**config.mk**
```make
export PLATFORM = sky130hd
export DESIGN_NAME = event_rate_meter_averaged_top
export DESIGN_NICKNAME = d
export VERILOG_FILES = /design/src/hw/rtl/erma_pkg.sv /design/src/hw/rtl/event_rate_meter_averaged_top.sv /design/src/hw/rtl/erma_apb_regs.sv /design/src/hw/rtl/erma_serial_div.sv
export SDC_FILE = /design/constraint.sdc
export NUM_CORES = 2
export LEC_CHECK = 0
export CELL_PAD_IN_SITES_DETAIL_PLACEMENT = 1
export CELL_PAD_IN_SITES_GLOBAL_PLACEMENT = 2
export CORE_ASPECT_RATIO = 1.75
export CORE_MARGIN = 5
export CORE_UTILIZATION = 42
export CTS_CLUSTER_DIAMETER = 50
export DETAILED_ROUTE_END_ITERATION = 10
export DONT_BUFFER_PORTS = 1
export PLACE_DENSITY = 0.91
export SLEW_MARGIN = 10
export SYNTH_ARGS = -nofsm -noshare
export SYNTH_HDL_FRONTEND = slang
export SYNTH_SLANG_ARGS = --single-unit
export TNS_END_PERCENT = 20
```
**constraint.sdc**
```tcl
create_clock -name clk -period 10.4 [get_ports clk]
set_input_delay 3.12 -clock clk [delete_from_list [all_inputs] [get_ports clk]]
set_output_delay 3.12 -clock clk [all_outputs]
set_load 0.03 [all_outputs]
```
**src/hw/rtl/erma_pkg.sv**
```systemverilog
`default_nettype none

package erma_pkg;

	// Width of the internal time base; timestamps are reduced modulo 2^TIME_BITS.
	localparam int TIME_BITS = 48;
	localparam int TS_W      = 48;
	localparam int RATE_W    = 32;
	localparam int SI_W      = 16;
	localparam int AW_W      = 8;

	// Numerator of the rate division: sample_interval * 1e6 * 256 fits in 44 bits.
	localparam int NUM_W = 44;
	localparam logic [NUM_W-1:0] RATE_SCALE = NUM_W'(64'd256000000);
	localparam logic [RATE_W-1:0] RATE_MAX  = '1;

	// The blend avg*(w-1) + rate stays below 2^41.
	localparam int BLEND_W = RATE_W + AW_W + 1;

	// The shared divider produces one quotient bit per cycle.
	localparam int DIV_STEPS = NUM_W;
	localparam int DIV_CNT_W = $clog2(DIV_STEPS);

	localparam logic [SI_W-1:0] SI_RESET = SI_W'(10);
	localparam logic [AW_W-1:0] AW_RESET = AW_W'(4);

	localparam int PADDR_W = 3;

	typedef enum logic {
		REG_SAMPLE_INTERVAL = 1'b0,
		REG_AVERAGE_WINDOW  = 1'b1
	} reg_idx_t;

	typedef enum logic [2:0] {
		S_IDLE,
		S_RATE_GO,
		S_RATE_WAIT,
		S_BLEND,
		S_AVG_GO,
		S_AVG_WAIT,
		S_EMIT
	} state_t;

	typedef struct packed {
		logic            func;
		logic [TS_W-1:0] timestamp_us;
	} evt_item_t;

	typedef struct packed {
		logic [RATE_W-1:0] rate_avg;
		logic              sampled;
	} res_item_t;

	typedef struct packed {
		logic [SI_W-1:0] sample_interval;
		logic [AW_W-1:0] average_window;
	} cfg_t;

	typedef struct packed {
		logic busy;
		logic done;
	} div_status_t;

endpackage

`default_nettype wire

```
**src/hw/rtl/event_rate_meter_averaged_top.sv**
```systemverilog
// An item that does not complete a sample goes from S_IDLE to S_EMIT and then into the result
// register; a sampling event first runs the rate division, the blend and the average division.
// One item at a time: the input stalls until the item has left S_EMIT, and a sampling event
// holds it through both divisions of the single bit-serial divider, which runs them in turn.
// Reset (arst_n low, asynchronous): count, reference time and average clear to zero,
// sample_interval returns to 10 and average_window to 4; no result is pending.
`default_nettype none

module event_rate_meter_averaged_top import erma_pkg::*; (
	input  wire logic               clk,
	input  wire logic               arst_n,
	input  wire logic               psel,
	input  wire logic               penable,
	input  wire logic               pwrite,
	input  wire logic [PADDR_W-1:0] paddr,
	input  wire logic [31:0]        pwdata,
	output logic      [31:0]        prdata,
	output logic                    pready,
	input  wire logic               evt_valid,
	output logic                    evt_stall,
	input  wire evt_item_t          evt_data,
	output logic                    res_valid,
	input  wire logic               res_stall,
	output res_item_t               res_data
);

	cfg_t        cfg;
	div_status_t div_st;
	logic [NUM_W-1:0]     div_quot;
	logic                 div_start;
	logic [NUM_W-1:0]     div_dividend;
	logic [TIME_BITS-1:0] div_divisor;

	state_t state_q, state_nxt;

	// Architectural state of the meter.
	logic [SI_W-1:0]      event_count_q;
	logic [TIME_BITS-1:0] ref_time_q;
	logic [RATE_W-1:0]    avg_q;

	// Working registers of one sample.
	logic [SI_W-1:0]      n_q;
	logic [AW_W-1:0]      w_q;
	logic [TIME_BITS-1:0] elapsed_q;
	logic [RATE_W-1:0]    rate_q;
	logic [BLEND_W-1:0]   blend_q;
	logic                 sampled_q;

	// Result register, which lets the next request in while this one waits.
	logic                 res_valid_q;
	res_item_t            res_data_q;

	logic                 accept;
	logic                 load_res;
	logic [TIME_BITS-1:0] now;
	logic [SI_W-1:0]      n_eff;
	logic [AW_W-1:0]      w_eff;
	logic                 hit;
	logic [RATE_W-1:0]    rate_sat;

	erma_apb_regs u_regs (
		.clk     (clk),
		.arst_n  (arst_n),
		.psel    (psel),
		.penable (penable),
		.pwrite  (pwrite),
		.paddr   (paddr),
		.pwdata  (pwdata),
		.prdata  (prdata),
		.pready  (pready),
		.cfg     (cfg)
	);

	erma_serial_div u_div (
		.clk      (clk),
		.arst_n   (arst_n),
		.start    (div_start),
		.dividend (div_dividend),
		.divisor  (div_divisor),
		.quotient (div_quot),
		.status   (div_st)
	);

	// A zero interval or window behaves as one.
	assign now   = TIME_BITS'(evt_data.timestamp_us);
	assign n_eff = (cfg.sample_interval == '0) ? SI_W'(1) : cfg.sample_interval;
	assign w_eff = (cfg.average_window == '0) ? AW_W'(1) : cfg.average_window;

	// The count may sit above a lowered interval; the next event then samples.
	assign hit = ({1'b0, event_count_q} + (SI_W+1)'(1)) >= {1'b0, n_eff};

	// Any quotient bit above the 32-bit range saturates the rate. A zero elapsed
	// time makes the divider return all ones, which saturates the same way.
	assign rate_sat = (div_quot[NUM_W-1:RATE_W] != '0) ? RATE_MAX : div_quot[RATE_W-1:0];

	assign accept = evt_valid && !evt_stall;

	// Next state.
	always_comb begin
		state_nxt = state_q;
		unique case (state_q)
			S_IDLE: begin
				if (accept) begin
					state_nxt = (!evt_data.func && hit) ? S_RATE_GO : S_EMIT;
				end
			end
			S_RATE_GO:   state_nxt = S_RATE_WAIT;
			S_RATE_WAIT: if (div_st.done) state_nxt = S_BLEND;
			S_BLEND:     state_nxt = S_AVG_GO;
			S_AVG_GO:    state_nxt = S_AVG_WAIT;
			S_AVG_WAIT:  if (div_st.done) state_nxt = S_EMIT;
			S_EMIT:      if (!res_valid_q || !res_stall) state_nxt = S_IDLE;
			default:     state_nxt = S_IDLE;
		endcase
	end

	// Control outputs.
	always_comb begin
		evt_stall    = 1'b1;
		div_start    = 1'b0;
		load_res     = 1'b0;
		div_dividend = NUM_W'(n_q) * RATE_SCALE;
		div_divisor  = elapsed_q;
		unique case (state_q)
			S_IDLE:    evt_stall = 1'b0;
			S_RATE_GO: div_start = 1'b1;
			S_AVG_GO: begin
				div_start    = 1'b1;
				div_dividend = NUM_W'(blend_q);
				div_divisor  = TIME_BITS'(w_q);
			end
			S_EMIT:    load_res = !res_valid_q || !res_stall;
			default: ;
		endcase
	end

	always_ff @(posedge clk or negedge arst_n) begin
		if (!arst_n) begin
			state_q       <= S_IDLE;
			event_count_q <= '0;
			ref_time_q    <= '0;
			avg_q         <= '0;
			res_valid_q   <= 1'b0;
		end else begin
			state_q <= state_nxt;
			if (state_q == S_IDLE && accept) begin
				if (evt_data.func) begin
					ref_time_q <= now;
				end else if (hit) begin
					ref_time_q    <= now;
					event_count_q <= '0;
				end else begin
					event_count_q <= event_count_q + SI_W'(1);
				end
			end
			if (state_q == S_AVG_WAIT && div_st.done) begin
				// The blended quotient never exceeds the larger of avg and rate.
				avg_q <= div_quot[RATE_W-1:0];
			end
			if (load_res) begin
				res_valid_q <= 1'b1;
			end else if (!res_stall) begin
				res_valid_q <= 1'b0;
			end
		end
	end

	always_ff @(posedge clk) begin
		if (state_q == S_IDLE && accept) begin
			n_q       <= n_eff;
			w_q       <= w_eff;
			elapsed_q <= now - ref_time_q;
			sampled_q <= !evt_data.func && hit;
		end
		if (state_q == S_RATE_WAIT && div_st.done) begin
			rate_q <= rate_sat;
		end
		if (state_q == S_BLEND) begin
			blend_q <= BLEND_W'(avg_q) * BLEND_W'(w_q - AW_W'(1)) + BLEND_W'(rate_q);
		end
		if (load_res) begin
			res_data_q.rate_avg <= avg_q;
			res_data_q.sampled  <= sampled_q;
		end
	end

	assign res_valid = res_valid_q;
	assign res_data  = res_data_q;

`ifndef SYNTHESIS
	a_count_range: assert property (@(posedge clk) disable iff (!arst_n)
		event_count_q != '1)
		else $error("event count reached an impossible value");
	a_avg_update: assert property (@(posedge clk) disable iff (!arst_n)
		!$stable(avg_q) |-> $past(state_q) == S_AVG_WAIT && $past(div_st.done))
		else $error("average changed outside the average division");
	a_div_running: assert property (@(posedge clk) disable iff (!arst_n)
		(state_q == S_RATE_WAIT || state_q == S_AVG_WAIT) |-> div_st.busy || div_st.done)
		else $error("waiting on a divider that is not running");
`endif

endmodule

`default_nettype wire

```
**src/hw/rtl/erma_apb_regs.sv**
```systemverilog
`default_nettype none

module erma_apb_regs import erma_pkg::*; (
	input  wire logic               clk,
	input  wire logic               arst_n,
	input  wire logic               psel,
	input  wire logic               penable,
	input  wire logic               pwrite,
	input  wire logic [PADDR_W-1:0] paddr,
	input  wire logic [31:0]        pwdata,
	output logic      [31:0]        prdata,
	output logic                    pready,
	output cfg_t                    cfg
);

	logic [SI_W-1:0] sample_interval_q;
	logic [AW_W-1:0] average_window_q;
	logic            wr_en;
	reg_idx_t        idx;

	assign pready = 1'b1;
	assign wr_en  = psel && penable && pwrite && pready;
	assign idx    = reg_idx_t'(paddr[2]);

	always_ff @(posedge clk or negedge arst_n) begin
		if (!arst_n) begin
			sample_interval_q <= SI_RESET;
			average_window_q  <= AW_RESET;
		end else if (wr_en) begin
			unique case (idx)
				REG_SAMPLE_INTERVAL: sample_interval_q <= pwdata[SI_W-1:0];
				REG_AVERAGE_WINDOW:  average_window_q  <= pwdata[AW_W-1:0];
				default: ;
			endcase
		end
	end

	always_comb begin
		unique case (idx)
			REG_SAMPLE_INTERVAL: prdata = 32'(sample_interval_q);
			REG_AVERAGE_WINDOW:  prdata = 32'(average_window_q);
			default:             prdata = '0;
		endcase
	end

	assign cfg.sample_interval = sample_interval_q;
	assign cfg.average_window  = average_window_q;

endmodule

`default_nettype wire

```
**src/hw/rtl/erma_serial_div.sv**
```systemverilog
`default_nettype none

module erma_serial_div import erma_pkg::*; (
	input  wire logic                 clk,
	input  wire logic                 arst_n,
	input  wire logic                 start,
	input  wire logic [NUM_W-1:0]     dividend,
	input  wire logic [TIME_BITS-1:0] divisor,
	output logic      [NUM_W-1:0]     quotient,
	output div_status_t               status
);

	// Restoring division: the dividend shifts out at the top while quotient
	// bits shift in at the bottom of the same register.
	logic [NUM_W-1:0]     dvd_q;
	logic [TIME_BITS-1:0] dvs_q;
	logic [TIME_BITS-1:0] rem_q;
	logic [DIV_CNT_W-1:0] cnt_q;
	logic                 busy_q;
	logic                 done_q;
	logic [TIME_BITS:0]   trial;
	logic                 fits;

	assign trial = {rem_q, dvd_q[NUM_W-1]};
	assign fits  = trial >= {1'b0, dvs_q};

	always_ff @(posedge clk or negedge arst_n) begin
		if (!arst_n) begin
			busy_q <= 1'b0;
			done_q <= 1'b0;
			cnt_q  <= '0;
		end else begin
			done_q <= 1'b0;
			if (start) begin
				busy_q <= 1'b1;
				cnt_q  <= '0;
			end else if (busy_q) begin
				cnt_q <= cnt_q + DIV_CNT_W'(1);
				if (cnt_q == DIV_CNT_W'(DIV_STEPS - 1)) begin
					busy_q <= 1'b0;
					done_q <= 1'b1;
				end
			end
		end
	end

	always_ff @(posedge clk) begin
		if (start) begin
			dvd_q <= dividend;
			dvs_q <= divisor;
			rem_q <= '0;
		end else if (busy_q) begin
			dvd_q <= {dvd_q[NUM_W-2:0], fits};
			rem_q <= fits ? TIME_BITS'(trial - {1'b0, dvs_q}) : trial[TIME_BITS-1:0];
		end
	end

	assign quotient    = dvd_q;
	assign status.busy = busy_q;
	assign status.done = done_q;

`ifndef SYNTHESIS
	a_start_idle: assert property (@(posedge clk) disable iff (!arst_n)
		start |-> !busy_q)
		else $error("divider started while busy");
	a_done_after_busy: assert property (@(posedge clk) disable iff (!arst_n)
		done_q |-> !busy_q && $past(busy_q))
		else $error("divider done without a running division");
	a_done_pulse: assert property (@(posedge clk) disable iff (!arst_n)
		done_q |=> !done_q)
		else $error("divider done held longer than one cycle");
`endif

endmodule

`default_nettype wire
```
==> results.cfg <==
[die]
rows = 143
die_width_um = 234
die_area_um2 = 94100
core_um2 = 87000
start_util_pct = 42.4
num_io_pins = 159
die-height_um = 402

[synthesis]
synth_top_area_share_pct = 22.1
synth-edff-count = 271
syn_inst = 3646
ys_seq_area_share_pct = 33.6
synthFlopType = edfxtp_1
yosys.cell_count.top_type = inv_1
synthArstFlopShare_pct = 29.3
synth.avg_cell_area_um2 = 10.1
synth.distinct_cells = 85
synth-seq-cells = 451
synth.area.top_cells = edfxtp_1 22%, fa_1 16%, ha_1 11%, dfrtp_1 8.8%, inv_1 4.8%
synth_area_um2 = 36900
yosys_warnings = 0
synth_commonest_cells = 473 x inv_1, 325 x ha_1, 297 x fa_1, 277 x nand2_1, 271 x edfxtp_1
synth_top_area_cell = edfxtp_1

[placed_design]
pre_cts_slack_ns = 1.75
gp_congestion = 0.836
port_buffers = 0
dpl.hpwl_mm = 72.0

[detailed_routing]
drc = 0
wl_per_cell_um = 19.7
route.vias.total = 25769
ant_nets = 0
vias_per_cell = 5.43
first_pass_iters = 5
drt-initial-drc-count = 1028
wirelength_mm = 93.5

[sta]
setup_viol_count_final = 0
rsz0062_at_grt = no
final-hold-violation-count = 0
fin_ws_ns = 1.69
period_minus_slack_ns = 8.71
fin_crit_sh_pct = 83.8
finalMaxSlewViolations = 0
clock_skew_ns = 0.0324
maxSlewHeadroom_pct = 23.6
finalSetupTns_ns = 0
tightestPinTransition_ns = 1.14
fmax_mhz = 115

[finish]
antennaDiodeCount = 0
area_growth_pct = 7.49
drive_gt1_share_pct = 8.13
final_nets = 4260
fillers = 9797

[critical_path]
setup.worst_path.start = w_q[3]
start_kind = flop
required_ns = 10.76
path_class = reg2reg
cp.arrival_ns = 9.07
end_kind = flop
critPathMaxFanout = 32
reg2reg_from = w_q[3]

[cts]
cts.sinks = 451
postCtsSetupBuffers = 0
cts_root_buf = clkbuf_16
ctsResizeCount = 0
clock_path_buffers = 3
numCtsBuffers = 53
cts_tree = built
hold_buffers = 0
clk_pin_slew_ns = 0.06
ctsHtreeMaxLevel = 2
insertion_delay_ns = 0.62

[min_path]
hp-class = reg2reg
min_from = sampled_q

[global_routing]
first_global_vias = 29019
grt_use_total_pct = 20.1
grt_pass1_wl_mm = 153
antenna_found_initial = 0
overflow = 0
grt_max_degree = 133

[run]
maxCapViolations = 0

[power]
power_density_nw_per_um2 = 315
ir_drop_uv = 387
leakagePower_nw = 18.6
total_power_mw = 12.5

[status]
status = finished clean
## registers in the layout, indices dropped and copies added, names as in the netlist, 32 cells and up
name and count:
elapsed_q 48, ref_time_q 48, u_div.dvs_q 48, u_div.rem_q 48, u_div.quotient 44, blend_q 41, res_data 33, avg_q 32
rate_q 32
## routing by layer
layer  up-vias  GRT usage, %  share of wire, %
li1      12000             -                 -
met1     13053          22.9                39
met2       497          37.9                54
met3       219          2.82               3.6
met4         0          6.78               3.8
met5         -             0                 0
## kinds of logic (layout without fill, tap and decap cells)
kind of cell | after synthesis | in the layout | share of synthesized area (%)
AND/OR/NAND/NOR | 927 | 927 | 12.6
AO/OA/AOI/OAI | 682 | 682 | 11.8
buffers and inverters | 662 | 591 | 6.99
adder cells (fa/ha/maj) | 622 | 622 | 27.1
flip-flops | 451 | 451 | 33.6
XOR/XNOR | 177 | 177 | 4.20
multiplexers | 123 | 123 | 3.69
other | 2 | 17 | 0.0204
## critical path, cell delays in order, from the launching register on
cell	delay, ns
edfxtp_1	0.53
nor3_1	0.32
nand3_1	0.18
nor3_1	0.44
xor2_4	0.82
and2_1	0.27
fa_1	0.45
fa_1	0.53
fa_1	0.54
fa_1	0.55
inv_1	0.05
fa_1	0.57
inv_1	0.05
ha_1	0.39
a21oi_1	0.16
o21ai_1	0.12
or3_1	0.33
a31oi_1	0.36
o31a_1	0.32
o21a_1	0.22
o21ai_1	0.14
a311oi_1	0.59
o31a_1	0.23
o21ai_0	0.10
xor2_1	0.16
## cells in the final DEF, fill, tap and decap left out, types with 116 or more instances in the layout
| master | count |
|---|---|
| a21o_1 | 116 |
| a21oi_1 | 209 |
| and2_1 | 163 |
| dfrtp_1 | 128 |
| edfxtp_1 | 271 |
| fa_1 | 297 |
| ha_1 | 325 |
| inv_1 | 472 |
| nand2_1 | 276 |
| nor2_1 | 192 |
| o21ai_0 | 137 |
## stage by stage
stage | area, µm² | std cells | hold WS [ns] | utilization (%)
2_1_floorplan | 36900 | 3661 | 0.400 | -
3_3_place_gp | 37900 | 4652 | 0.402 | 43.6
3_5_place_dp | 37900 | 4652 | 0.432 | 43.6
4_1_cts | 39700 | 4750 | 0.441 | 45.6
5_1_grt | 39700 | 4750 | 0.460 | 45.6
6_report | 39700 | 4750 | 0.438 | 45.6
## final cells by class
| type | count | area (µm²) | area share (%) |
|---|---|---|---|
| Clock buffer | 64 | 1390 | 3.50 |
| Clock inverter | 34 | 394 | 0.994 |
| Inverter | 474 | 1780 | 4.49 |
| Multi-Input combinational cell | 2548 | 22100 | 55.7 |
| Sequential cell | 451 | 12400 | 31.3 |
| Tap cell | 1160 | 1450 | 3.66 |
| Timing Repair Buffer | 19 | 143 | 0.360 |
## path summary, 6_finish.rpt
check                                                    to  slack (ns)  depth (start not counted)
worst min-delay path                            res_data[0]        0.44                          0
worst max register to register                  blend_q[38]        1.69                         24
min in group asynchronous                    ref_time_q[22]        2.24                          0
worst min register to register                  res_data[0]        0.44                          0
worst max-delay path                            blend_q[38]        1.69                         24
max in group asynchronous       u_regs.sample_interval_q[3]        7.80                          0
## power by group
part / switching [mW] / total (mW) / internal (mW) / leakage [nW]
logic: 4.38 / 7.47 / 3.09 / 13.2
registers: 0.405 / 3.09 / 2.68 / 4.51
clock network: 0.822 / 1.92 / 1.10 / 0.873
(Power assumes the default switching activity.)
